===== config.mk =====
export PLATFORM = sky130hd
export DESIGN_NAME = multiset_bag_table
export DESIGN_NICKNAME = d
export VERILOG_FILES = /design/src/msb_pkg.sv /design/src/msb_front.sv /design/src/msb_back.sv /design/src/multiset_bag_table.sv
export SDC_FILE = /design/constraint.sdc
export NUM_CORES = 1
export LEC_CHECK = 0
export BUFFER_PORTS_ARGS = -buffer_cell sky130_fd_sc_hd__buf_2
export CAP_MARGIN = 30
export CELL_PAD_IN_SITES_DETAIL_PLACEMENT = 1
export CELL_PAD_IN_SITES_GLOBAL_PLACEMENT = 2
export CORE_ASPECT_RATIO = 0.5
export CORE_MARGIN = 2
export CORE_UTILIZATION = 51
export CTS_CLUSTER_SIZE = 10
export DETAILED_ROUTE_END_ITERATION = 6
export PLACE_DENSITY = 0.87
export SLEW_MARGIN = 25
export SYNTH_ARGS = -nofsm -noshare
export SYNTH_HDL_FRONTEND = slang
export SYNTH_SLANG_ARGS = --single-unit

===== constraint.sdc =====
create_clock -name clk -period 7.9 [get_ports clk]
set_input_delay 1.975 -clock clk [delete_from_list [all_inputs] [get_ports clk]]
set_output_delay 1.975 -clock clk [all_outputs]
set_load 0.03 [all_outputs]

===== src/msb_pkg.sv =====
// Shared types and constants for the multiset bag table.
`default_nettype none

package msb_pkg;

  localparam int KIND_W      = 2;
  localparam int VALUE_W     = 32;
  localparam int CNT_OUT_W   = 5;
  localparam int CNT_MAX_W   = 9;   // count width at the largest capacity
  localparam int QUEUE_DEPTH = 2;
  localparam int QPTR_W      = $clog2(QUEUE_DEPTH);
  localparam int QFILL_W     = $clog2(QUEUE_DEPTH + 1);

  typedef enum logic [KIND_W-1:0] {
    OP_ADD    = 2'd0,
    OP_REMOVE = 2'd1,
    OP_COUNT  = 2'd2,
    OP_CLEAR  = 2'd3
  } msb_kind_t;

  typedef enum logic [1:0] {
    ST_IDLE,
    ST_SCAN,
    ST_EXEC,
    ST_MOVE
  } msb_state_t;

  // request as it appears on the input port
  typedef struct packed {
    logic [KIND_W-1:0]  kind;
    logic [VALUE_W-1:0] value;
  } msb_req_t;

  // request after decode, as held in the queue
  typedef struct packed {
    msb_kind_t          kind;
    logic [VALUE_W-1:0] value;
  } msb_op_t;

  // queue head seen by the back end
  typedef struct packed {
    logic    valid;
    msb_op_t op;
  } msb_q_t;

  typedef struct packed {
    logic                 success;
    logic [CNT_OUT_W-1:0] match_count;
    logic [CNT_OUT_W-1:0] size_after;
  } msb_res_t;

  function automatic logic [CNT_OUT_W-1:0] cnt_out(input logic [CNT_MAX_W-1:0] n);
    return n[CNT_OUT_W-1:0];
  endfunction

endpackage

`default_nettype wire


===== src/msb_front.sv =====
// Front end: takes requests, decodes the kind and queues them for the back end.
`default_nettype none

module msb_front
  import msb_pkg::*;
(
  input  wire logic     clk,
  input  wire logic     rst_n,
  input  wire logic     start,
  input  wire msb_req_t in_req,
  output logic          busy,
  output msb_q_t        q,
  input  wire logic     pop
);

  msb_op_t             slot_r [QUEUE_DEPTH];
  logic [QPTR_W-1:0]   wr_ptr_r, wr_ptr_nxt;
  logic [QPTR_W-1:0]   rd_ptr_r, rd_ptr_nxt;
  logic [QFILL_W-1:0]  fill_r, fill_nxt;
  logic                push;
  logic                do_pop;
  msb_op_t             dec_op;

  assign busy   = (fill_r == QFILL_W'(QUEUE_DEPTH));
  assign push   = start && !busy;
  assign do_pop = pop && (fill_r != '0);

  always_comb begin
    dec_op.kind  = msb_kind_t'(in_req.kind);
    dec_op.value = in_req.value;
  end

  always_comb begin
    wr_ptr_nxt = wr_ptr_r;
    rd_ptr_nxt = rd_ptr_r;
    fill_nxt   = fill_r;
    if (push) begin
      wr_ptr_nxt = wr_ptr_r + QPTR_W'(1);
    end
    if (do_pop) begin
      rd_ptr_nxt = rd_ptr_r + QPTR_W'(1);
    end
    if (push && !do_pop) begin
      fill_nxt = fill_r + QFILL_W'(1);
    end else if (do_pop && !push) begin
      fill_nxt = fill_r - QFILL_W'(1);
    end
  end

  always_ff @(posedge clk) begin
    if (!rst_n) begin
      wr_ptr_r <= '0;
      rd_ptr_r <= '0;
      fill_r   <= '0;
    end else begin
      wr_ptr_r <= wr_ptr_nxt;
      rd_ptr_r <= rd_ptr_nxt;
      fill_r   <= fill_nxt;
    end
  end

  always_ff @(posedge clk) begin
    if (push) begin
      slot_r[wr_ptr_r] <= dec_op;
    end
  end

  always_comb begin
    q.valid = (fill_r != '0);
    q.op    = slot_r[rd_ptr_r];
  end

endmodule

`default_nettype wire


===== src/msb_back.sv =====
// Back end: entry memory, match scan and the add/remove/count/clear sequencer.
`default_nettype none

module msb_back
  import msb_pkg::*;
#(
  parameter int CAPACITY    = 16,
  parameter int ENTRY_WIDTH = 32
) (
  input  wire logic   clk,
  input  wire logic   rst_n,
  input  wire msb_q_t q,
  output logic        pop,
  output logic        out_strobe,
  output msb_res_t    out_res
);

  localparam int CW = $clog2(CAPACITY + 1);
  localparam int IW = (CAPACITY > 1) ? $clog2(CAPACITY) : 1;

  logic [ENTRY_WIDTH-1:0] mem [CAPACITY];

  msb_state_t             state_r, state_nxt;
  logic [CW-1:0]          count_r, count_nxt;
  logic                   cmp_v_r, cmp_v_nxt;
  logic                   out_strobe_r, out_strobe_nxt;

  msb_kind_t              kind_r, kind_nxt;
  logic [ENTRY_WIDTH-1:0] key_r, key_nxt;
  logic [CW-1:0]          idx_r, idx_nxt;
  logic [IW-1:0]          cmp_idx_r, cmp_idx_nxt;
  logic [CW-1:0]          match_r, match_nxt;
  logic                   found_r, found_nxt;
  logic [IW-1:0]          found_idx_r, found_idx_nxt;
  logic [ENTRY_WIDTH-1:0] rdata_r;
  msb_res_t               out_res_r, out_res_nxt;

  logic [IW-1:0]          rd_addr;
  logic                   we;
  logic [IW-1:0]          wa;
  logic [ENTRY_WIDTH-1:0] wd;
  logic [63:0]            val_ext;
  logic [CW-1:0]          last_w;
  logic                   emit;
  logic                   ok;

  assign val_ext = 64'(q.op.value);
  assign last_w  = count_r - CW'(1);

  always_comb begin
    state_nxt      = state_r;
    count_nxt      = count_r;
    cmp_v_nxt      = 1'b0;
    out_strobe_nxt = 1'b0;
    kind_nxt       = kind_r;
    key_nxt        = key_r;
    idx_nxt        = idx_r;
    cmp_idx_nxt    = cmp_idx_r;
    match_nxt      = match_r;
    found_nxt      = found_r;
    found_idx_nxt  = found_idx_r;
    out_res_nxt    = out_res_r;
    rd_addr        = idx_r[IW-1:0];
    we             = 1'b0;
    wa             = count_r[IW-1:0];
    wd             = key_r;
    pop            = 1'b0;
    emit           = 1'b0;
    ok             = 1'b0;

    case (state_r)
      ST_IDLE: begin
        if (q.valid) begin
          pop       = 1'b1;
          kind_nxt  = q.op.kind;
          key_nxt   = val_ext[ENTRY_WIDTH-1:0];
          idx_nxt   = '0;
          match_nxt = '0;
          found_nxt = 1'b0;
          state_nxt = ST_SCAN;
        end
      end

      ST_SCAN: begin
        // read one entry per cycle, compare it the cycle after
        if (idx_r < count_r) begin
          idx_nxt     = idx_r + CW'(1);
          cmp_v_nxt   = 1'b1;
          cmp_idx_nxt = idx_r[IW-1:0];
        end
        if (cmp_v_r && (rdata_r == key_r)) begin
          match_nxt = match_r + CW'(1);
          if (!found_r) begin
            found_nxt     = 1'b1;
            found_idx_nxt = cmp_idx_r;
          end
        end
        if ((idx_r >= count_r) && !cmp_v_r) begin
          state_nxt = ST_EXEC;
        end
      end

      ST_EXEC: begin
        rd_addr = last_w[IW-1:0];
        case (kind_r)
          OP_ADD: begin
            emit = 1'b1;
            if (count_r < CW'(CAPACITY)) begin
              we        = 1'b1;
              count_nxt = count_r + CW'(1);
              ok        = 1'b1;
            end
          end
          OP_REMOVE: begin
            if (found_r) begin
              state_nxt = ST_MOVE;
            end else begin
              emit = 1'b1;
            end
          end
          OP_COUNT: begin
            emit = 1'b1;
            ok   = (match_r != '0);
          end
          OP_CLEAR: begin
            emit      = 1'b1;
            count_nxt = '0;
            ok        = 1'b1;
          end
          default: begin
            emit = 1'b1;
          end
        endcase
      end

      ST_MOVE: begin
        // last entry fills the hole left by the removed one
        we        = 1'b1;
        wa        = found_idx_r;
        wd        = rdata_r;
        count_nxt = last_w;
        ok        = 1'b1;
        emit      = 1'b1;
      end

      default: begin
        state_nxt = ST_IDLE;
      end
    endcase

    if (emit) begin
      state_nxt               = ST_IDLE;
      out_strobe_nxt          = 1'b1;
      out_res_nxt.success     = ok;
      out_res_nxt.match_count = cnt_out(CNT_MAX_W'(match_r));
      out_res_nxt.size_after  = cnt_out(CNT_MAX_W'(count_nxt));
    end
  end

  always_ff @(posedge clk) begin
    if (!rst_n) begin
      state_r      <= ST_IDLE;
      count_r      <= '0;
      cmp_v_r      <= 1'b0;
      out_strobe_r <= 1'b0;
    end else begin
      state_r      <= state_nxt;
      count_r      <= count_nxt;
      cmp_v_r      <= cmp_v_nxt;
      out_strobe_r <= out_strobe_nxt;
    end
  end

  always_ff @(posedge clk) begin
    kind_r      <= kind_nxt;
    key_r       <= key_nxt;
    idx_r       <= idx_nxt;
    cmp_idx_r   <= cmp_idx_nxt;
    match_r     <= match_nxt;
    found_r     <= found_nxt;
    found_idx_r <= found_idx_nxt;
    out_res_r   <= out_res_nxt;
  end

  always_ff @(posedge clk) begin
    if (we) begin
      mem[wa] <= wd;
    end
    rdata_r <= mem[rd_addr];
  end

  assign out_strobe = out_strobe_r;
  assign out_res    = out_res_r;

endmodule

`default_nettype wire


===== src/multiset_bag_table.sv =====
// Top level of the multiset bag table: request queue plus scan/execute engine.
//
// Usage:
//   A request (in_req.kind, in_req.value) is taken at a rising edge where
//   start is high and busy is low. Kinds: add, remove first match, count
//   matches, clear. Only the low ENTRY_WIDTH bits of value take part.
//   Every request yields exactly one result on out_res, shown for a single
//   cycle with out_strobe high; the receiver has no way to hold it off, so
//   it must take it in that cycle.
//   Queue: the front holds up to two requests, so busy rises only once
//   both slots are taken.
//   Scan: the back end scans all held entries through a single memory
//   read port, one entry per cycle, to get the match count, and takes
//   no new request from the queue until the current one has finished;
//   a remove that hits also reads and moves the last entry.
//   Reset (rst_n low, synchronous) empties the bag and the queue; entry
//   memory keeps stale contents, which are never read before a new write.
`default_nettype none

module multiset_bag_table
  import msb_pkg::*;
#(
  parameter int CAPACITY    = 16,
  parameter int ENTRY_WIDTH = 32
) (
  input  wire logic     clk,
  input  wire logic     rst_n,
  input  wire logic     start,
  input  wire msb_req_t in_req,
  output logic          busy,
  output logic          out_strobe,
  output msb_res_t      out_res
);

  msb_q_t q;
  logic   pop;

  // accept and decode, two-deep request queue
  msb_front u_front (
    .clk    (clk),
    .rst_n  (rst_n),
    .start  (start),
    .in_req (in_req),
    .busy   (busy),
    .q      (q),
    .pop    (pop)
  );

  // entry memory, match scan, and the update of the bag
  msb_back #(
    .CAPACITY    (CAPACITY),
    .ENTRY_WIDTH (ENTRY_WIDTH)
  ) u_back (
    .clk        (clk),
    .rst_n      (rst_n),
    .q          (q),
    .pop        (pop),
    .out_strobe (out_strobe),
    .out_res    (out_res)
  );

endmodule

`default_nettype wire


==> results.md, run 1 <==
* Die Width at 331 µm
* Io pins at 50
* Leakage at 10.4 nW
* Synth Area per Inst at 16.2 µm²
* Area leader, netlist: edfxtp_1
* Rows at 59
* Number of vias per cell at 6.32
* Port Buffers at 49
* Combinational share of power at 0.312
* Post-Syn Area at 27,300 µm²
* FF+latch count, synth at 689
* CP cell instances: inv_1, ha_1, nand2_4, nand2_4, buf_4, mux4_2, nand2b_1, a22o_1
* Critical path buffer and inverter count at 2
* Status: finished clean
* RSZ-0062 raised after global routing: no
* GP Congestion at 0.787
* Worst-Skew Late Latency at 0.61 ns
* Post-synth top area share at 0.709
* Total Nets Final at 1,790
* Clock Skew at between 0.03 and 0.04 ns
* Part of the cycle the worst path needs at 0.552
* Worst Hold Class: register to register
* First-pass GRT wire length at 106 mm
* Slew at the pin closest to its max-slew limit at 1.07 ns
* Synthesized instance count at 1,682
* Post-synthesis cell type count at 56
* Post-DP HPWL at 39.0 mm
* Hold-fix buffers, CTS at 0
* Antenna Cells at 0
* Min Tclk post-route at between 4 and 5 ns
* Layout cell share with drive strength beyond 1 at 0.151
* Ys Warns at 0
* CTS clk-pin slew, worst paths at 0.06 ns
* Max-slew violations at 0
* TritonCTS clock tree: yes
* Cell Pwr Density at roughly 390 nW/µm²
* Slowest-stage cell, CP: ha_1
* CTS max path bufs at 3
* Core area at 52,400 µm²
* DR vias at 15,700
* Sw Share at 0.342
* Psw at just over 0.004 W
* CTS H-tree lvls at 3
* Final setup violation count at 0
* Largest net degree at the start of global routing at 150
* Antenna violations before repair at 1
* CTS Sinks at 689
* Vias in the first global route at 16,800
* Relative slew slack at 0.288
* Post-synth EDFFs at 644
* Post-layout util at 0.585
* Num CTS Buffers at 78
* Worst hold margin at 0.422 ns
* Seq pwr share at 0.417
* Drt drc at 0
* Routed length per instance at 28.5 µm
* Peak supply drop at 0.369 mV
* Post-synthesis sequential area ratio at 0.742
* Area delta synth->final at 12.3%
* Max cap viols at 0
* Post-CTS Setup Repair Bufs at 0
* Total grt overflow at 0
* WL final at 70.7 mm
* Most frequent CP cell: nand2_4
* Post-CTS sizing at 0
* Antenna-violating nets left at 0
* Total GRT Usage at 0.258
* DRT Pass-1 Iters at 5
* Root Driver: clkbuf_16
* Prevailing post-synth register cell: edfxtp_1
* Final hold vios at 0
* Max Fanout on Critical Path at 65
* Async SR Flop Fraction at 0
* Slowest Stage Delay on Critical Path at 0.80 ns
* Worst EP arrival at about 5 ns
* Die area at 55,500 µm²
* Die Y at 168 µm
* Fmax at 229 MHz
* Internal power at roughly 0.008 W
* Worst setup path class: register to register
* Crit-path leading delay family: simple AND/OR/NAND/NOR gates
* Crit path launch type: register
* Setup tns final at 0 ns
* Iter 0 DRT Violations at 1,514
* CP Capture Type: register
* Syn Nets at approximately 1,700
* Initial Util at 0.521
* Clock Power Share at 0.271
* Worst Path Required at 8.40 ns
* Leading post-synthesis cells by cell area: edfxtp_1 71%, mux2i_1 3.5%, a211oi_1 3.4%
==> power groups by stage <==
stage	logic (W)	registers [W]	clock network [W]
floorplan	0.00261	0.00498	0
global placement	0.00339	0.00508	0
detailed placement	0.00366	0.00510	0
CTS	0.00372	0.00504	0.00332
global route	0.00405	0.00506	0.00346
finish	0.00377	0.00504	0.00328
==> layout make-up <==
| class | instances | area (µm²) |
|---|---|---|
| fillers | 4711 | 21800 |
| flip-flops and latches | 689 | 20200 |
| multi-input cells | 855 | 6620 |
| clock buffers | 127 | 2200 |
| well taps | 701 | 877 |
| repair buffers | 83 | 573 |
| inverters | 25 | 93.8 |
| clock inverters | 3 | 41.3 |
==> routing by layer <==
metal  wire length, µm  share of wire  global-route usage  vias to the layer above
li1                  -              -                   -                     6779
met1             30200           0.43               0.355                     8234
met2             34400           0.49               0.418                      548
met3              4080          0.058              0.0441                      137
met4              2080          0.029              0.0913                        2
met5                12        0.00017                   0                        -
==> final timing paths <==
check	from	to	slack (ns)	depth (start not counted)
worst min-delay path	u_back.cmp_idx_r[0]$_DFFE_PP_	u_back.found_idx_r[0]$_DFFE_PP_	0.42	0
worst min register to register	u_back.cmp_idx_r[0]$_DFFE_PP_	u_back.found_idx_r[0]$_DFFE_PP_	0.42	0
worst max register to register	u_back.state_r[0]$_SDFFE_PP0P_	u_back.rdata_r[30]$_DFF_P_	3.54	8
worst max-delay path	u_back.state_r[0]$_SDFFE_PP0P_	u_back.rdata_r[30]$_DFF_P_	3.54	8
==> worst reg2reg max path, stage by stage, from the launching register on <==
cell and delay [ns]:
dfxtp_1 0.34, inv_1 0.11, ha_1 0.80, nand2_4 0.53, nand2_4 0.81, buf_4 0.75, mux4_2 0.47, nand2b_1 0.18
a22o_1 0.27
==> cell usage after synthesis, drive strengths merged (2+ instances only) <==
library cell / n
ha: 21
or2: 2
o21ai: 71
dfxtp: 45
nor3b: 2
a21oi: 9
nor2: 32
o41ai: 2
mux2: 68
o211a: 2
a32o: 31
a221o: 2
a311oi: 2
and3: 125
buf: 46
a211oi: 124
mux4: 2
o22ai: 3
xor2: 6
clkbuf: 67
nand3: 8
nand4: 10
edfxtp: 644
nor2b: 4
and2: 18
a32oi: 32
o21a: 2
xnor2: 38
mux2i: 95
nand2b: 6
a221oi: 31
inv: 25
nor3: 4
nand2: 86
nor4: 2
==> cell families (layout without fill, tap and decap cells) <==
family,count (synthesis),in the layout,synth area share
xor gates and xnor gates,44,44,0.0141
AOI/OAI and AO/OA,323,323,0.0888
buffers and inverters,138,238,0.0231
muxes,165,165,0.0645
adders and majority gates,21,21,0.00963
DFF,689,689,0.742
and+or+nand+nor,302,302,0.0583
==> sequential cells by signal (all words and copies together), names as in the netlist, 2 cells and up <==
signal,cells
u_back.state_r,2
u_back.mem,512
u_back.rdata_r,32
u_back.idx_r,5
u_front.slot_r,68
u_back.match_r,5
u_back.found_idx_r,4
u_back.cmp_idx_r,4
u_front.fill_r,2
u_back.kind_r,2
u_back.count_r,5
u_back.out_res,11
u_back.key_r,32
==> per-stage QoR <==
step           total power, W  instance area [µm²]  cells  worst slack [ns]
2_1_floorplan         0.00758                27300   1682              3.96
3_3_place_gp          0.00847                28300   2350              3.80
3_5_place_dp          0.00877                28400   2351              3.65
4_1_cts                0.0121                30600   2481              3.60
5_1_grt                0.0126                30600   2483              3.33
6_report               0.0121                30600   2483              3.54
==> placed cells by master, fill, tap and decap left out, types with 45 or more instances in the layout <==
master and instances:
buf_2 49, clkbuf_1 46, edfxtp_1 644, mux2_2 68
a211oi_1 122, nand2_1 84, dfxtp_1 45, and3_1 125
clkbuf_16 81, mux2i_1 95
(Power assumes the default switching activity.)
==> run 2: changes to the inputs <==
CORE_UTILIZATION = 43   (was 51)
PLACE_DENSITY = 0.79   (was 0.87)
clock period = 4 ns   (was 7.9 ns; I/O delays follow)
==> run 2 against run 1 <==
  * Worst hold slack barely moved
  * Core utilization down 8.8 points
  * Total power grew 100%
  * Sequential share of layout area decreased by 1.3 points
  * Fmax increased by 40%
  * Highest routed layer is now met4
  * Clock skew shrank 0.0093 ns
==> results.md, run 2 (synthesized netlist as in run 1, its figures left out) <==
* Status: finished clean
* WHS Path Cells at 0
* Antenna-violating nets left at 0
* Rows at 65
* Routed length per instance at 27.3 µm
* Max cap viols at 0
* Drt drc at 0
* Worst EP arrival at 3.67 ns
* Worst hold margin at 0.422 ns
* Post-CTS sizing at 0
* DRT Pass-1 Iters at 5
* Slowest-stage cell, CP: or2_4
* Psw at 0.00825 W
* Cell Pwr Density at 774 nW/µm²
* Clock Power Share at 0.273
* Num CTS Buffers at 78
* Crit path launch type: register
* First-pass GRT wire length at 106 mm
* Area of the multi-input gates at 6620 µm²
* CTS clk-pin slew, worst paths at 0.06 ns
* RSZ-0062 raised after global routing: no
* Sw Share at 0.341
* Worst Path Required at 4.55 ns
* Worst Hold Class: register to register
* Die Width at 360 µm
* Max reg flops at 512
* Worst setup path class: register to register
* Hold-fix buffers, CTS at 0
* Slew at the pin closest to its max-slew limit at between 0.9 and 1 ns
* Final Non-Filler Cells at 2,642
* Placed Instances at 2,498
* Internal power at about 0.016 W
* Fillers at 5,904
* Min Tclk post-route at around 3.1 ns
* Max Fanout on Critical Path at 54
* GP Congestion at 0.787
* Root Driver: clkbuf_16
* CTS max path bufs at 3
* Largest registers: u_back.mem (512), u_front.slot_r (68)
* Die area at about 66,000 µm²
* Largest register by flop count: u_back.mem
* Post-DP HPWL at 39.7 mm
* Total Nets Final at between 1,500 and 2,000
* Iter 0 DRT Violations at 1,452
* Part of the cycle the worst path needs at 0.780
* Initial Util at 0.434
* CP Capture Type: register
* Fmax at 321 MHz
* Slowest Stage Delay on Critical Path at 0.76 ns
* Antenna violations before repair at 0
* Die Y at 182 µm
* Vias in the first global route at approximately 16,000
* Total grt overflow at 0
* WL final at 72.0 mm
* Worst-Skew Late Latency at around 0.62 ns
* Largest net degree at the start of global routing at 97
* Area delta synth->final at 14.5%
* Combinational share of power at 0.313
* Relative slew slack at 0.334
* CTS Sinks at slightly below 700
* Peak supply drop at 0.454 mV
* Register area at just over 20,000 µm²
* Number of vias per cell at 5.95
* Final hold vios at 0
* Most common cell after layout, fill and taps aside: edfxtp_1
* Post-CTS Setup Repair Bufs at 0
* Commonest cells after routing, fill and taps aside: 644 x edfxtp_1, 124 x and3_1, 122 x a211oi_1
* Max-slew violations at 0
* DR vias at 15,700
* Seq pwr share at 0.414
* Layout cell share with drive strength beyond 1 at 0.156
* TritonCTS clock tree: yes
* Setup tns final at 0 ns
* CP cell instances: inv_1, ha_1, nor2_1, or2_4, buf_12, nand2_1, a311oi_1, a22o_1
* Port Buffers at 49
* Post-layout util at 0.497
* Total GRT Usage at 0.218
* Antenna Cells at 0
* Final setup violation count at 0
* Design Power at ~0.024 W
* CTS H-tree lvls at 3
* Worst r2r path cells at 8
* Clock Skew at 0.0212 ns
* Leakage at 10.5 nW
* Io pins at 50
* Core area at roughly 63,000 µm²
==> run 2: cell types whose count changed in the layout (fill, tap and decap cells not counted), sizes merged <==
| cell | before | now |
|---|---|---|
| clkbuf | 127 | 140 |
| clkinv | 2 | 1 |
| buf | 83 | 94 |
==> run 2: routing by layer <==
| metal | track usage | wire length (µm) |
|---|---|---|
| met5 | 0 | 0 |
| met4 | 0.0563 | 1470 |
| met3 | 0.0399 | 4450 |
| met2 | 0.341 | 32900 |
| met1 | 0.317 | 33200 |
==> run 2: critical path: cells and delay by family, from the launching register on <==
| kind | cells | cell delay, ns |
|---|---|---|
| buffers and inverters | 2 | 0.51 |
| DFF | 1 | 0.39 |
| and+or+nand+nor | 3 | 1.21 |
| AOI/OAI and AO/OA | 2 | 0.60 |
| adders and majority gates | 1 | 0.30 |
==> run 2: power by group through the flow <==
stage                     clock network, W  logic [W]  registers, W
after global routing               0.00698    0.00815        0.0101
after detailed placement                 0    0.00745        0.0102
after global placement                   0    0.00724        0.0101
after CTS                          0.00669    0.00753        0.0100
after floorplan                          0    0.00515       0.00983
final                              0.00661    0.00756        0.0100
==> run 2: worst paths after layout <==
path	from	end	slack, ns
max	u_back.state_r[0]$_SDFFE_PP0P_	u_back.rdata_r[30]$_DFF_P_	0.88
min	u_back.cmp_idx_r[2]$_DFFE_PP_	u_back.found_idx_r[2]$_DFFE_PP_	0.42
max reg2reg	u_back.state_r[0]$_SDFFE_PP0P_	u_back.rdata_r[30]$_DFF_P_	0.88
min reg2reg	u_back.cmp_idx_r[2]$_DFFE_PP_	u_back.found_idx_r[2]$_DFFE_PP_	0.42
==> run 2: layout make-up <==
type / count / area share
Clock inverter: 2 / 0.000921
Tap cell: 837 / 0.0335
Multi-Input combinational cell: 855 / 0.212
Clock buffer: 140 / 0.0733
Sequential cell: 689 / 0.648
Inverter: 25 / 0.00300
Timing Repair Buffer: 94 / 0.0297
==> run 2: per-stage QoR <==
stage | worst slack, ns | cell area [µm²]
finish | 0.882 | 31200
global route | 0.686 | 31200
CTS | 0.849 | 31200
detailed placement | 0.864 | 28900
global placement | 0.935 | 28900
floorplan | 0.630 | 27300
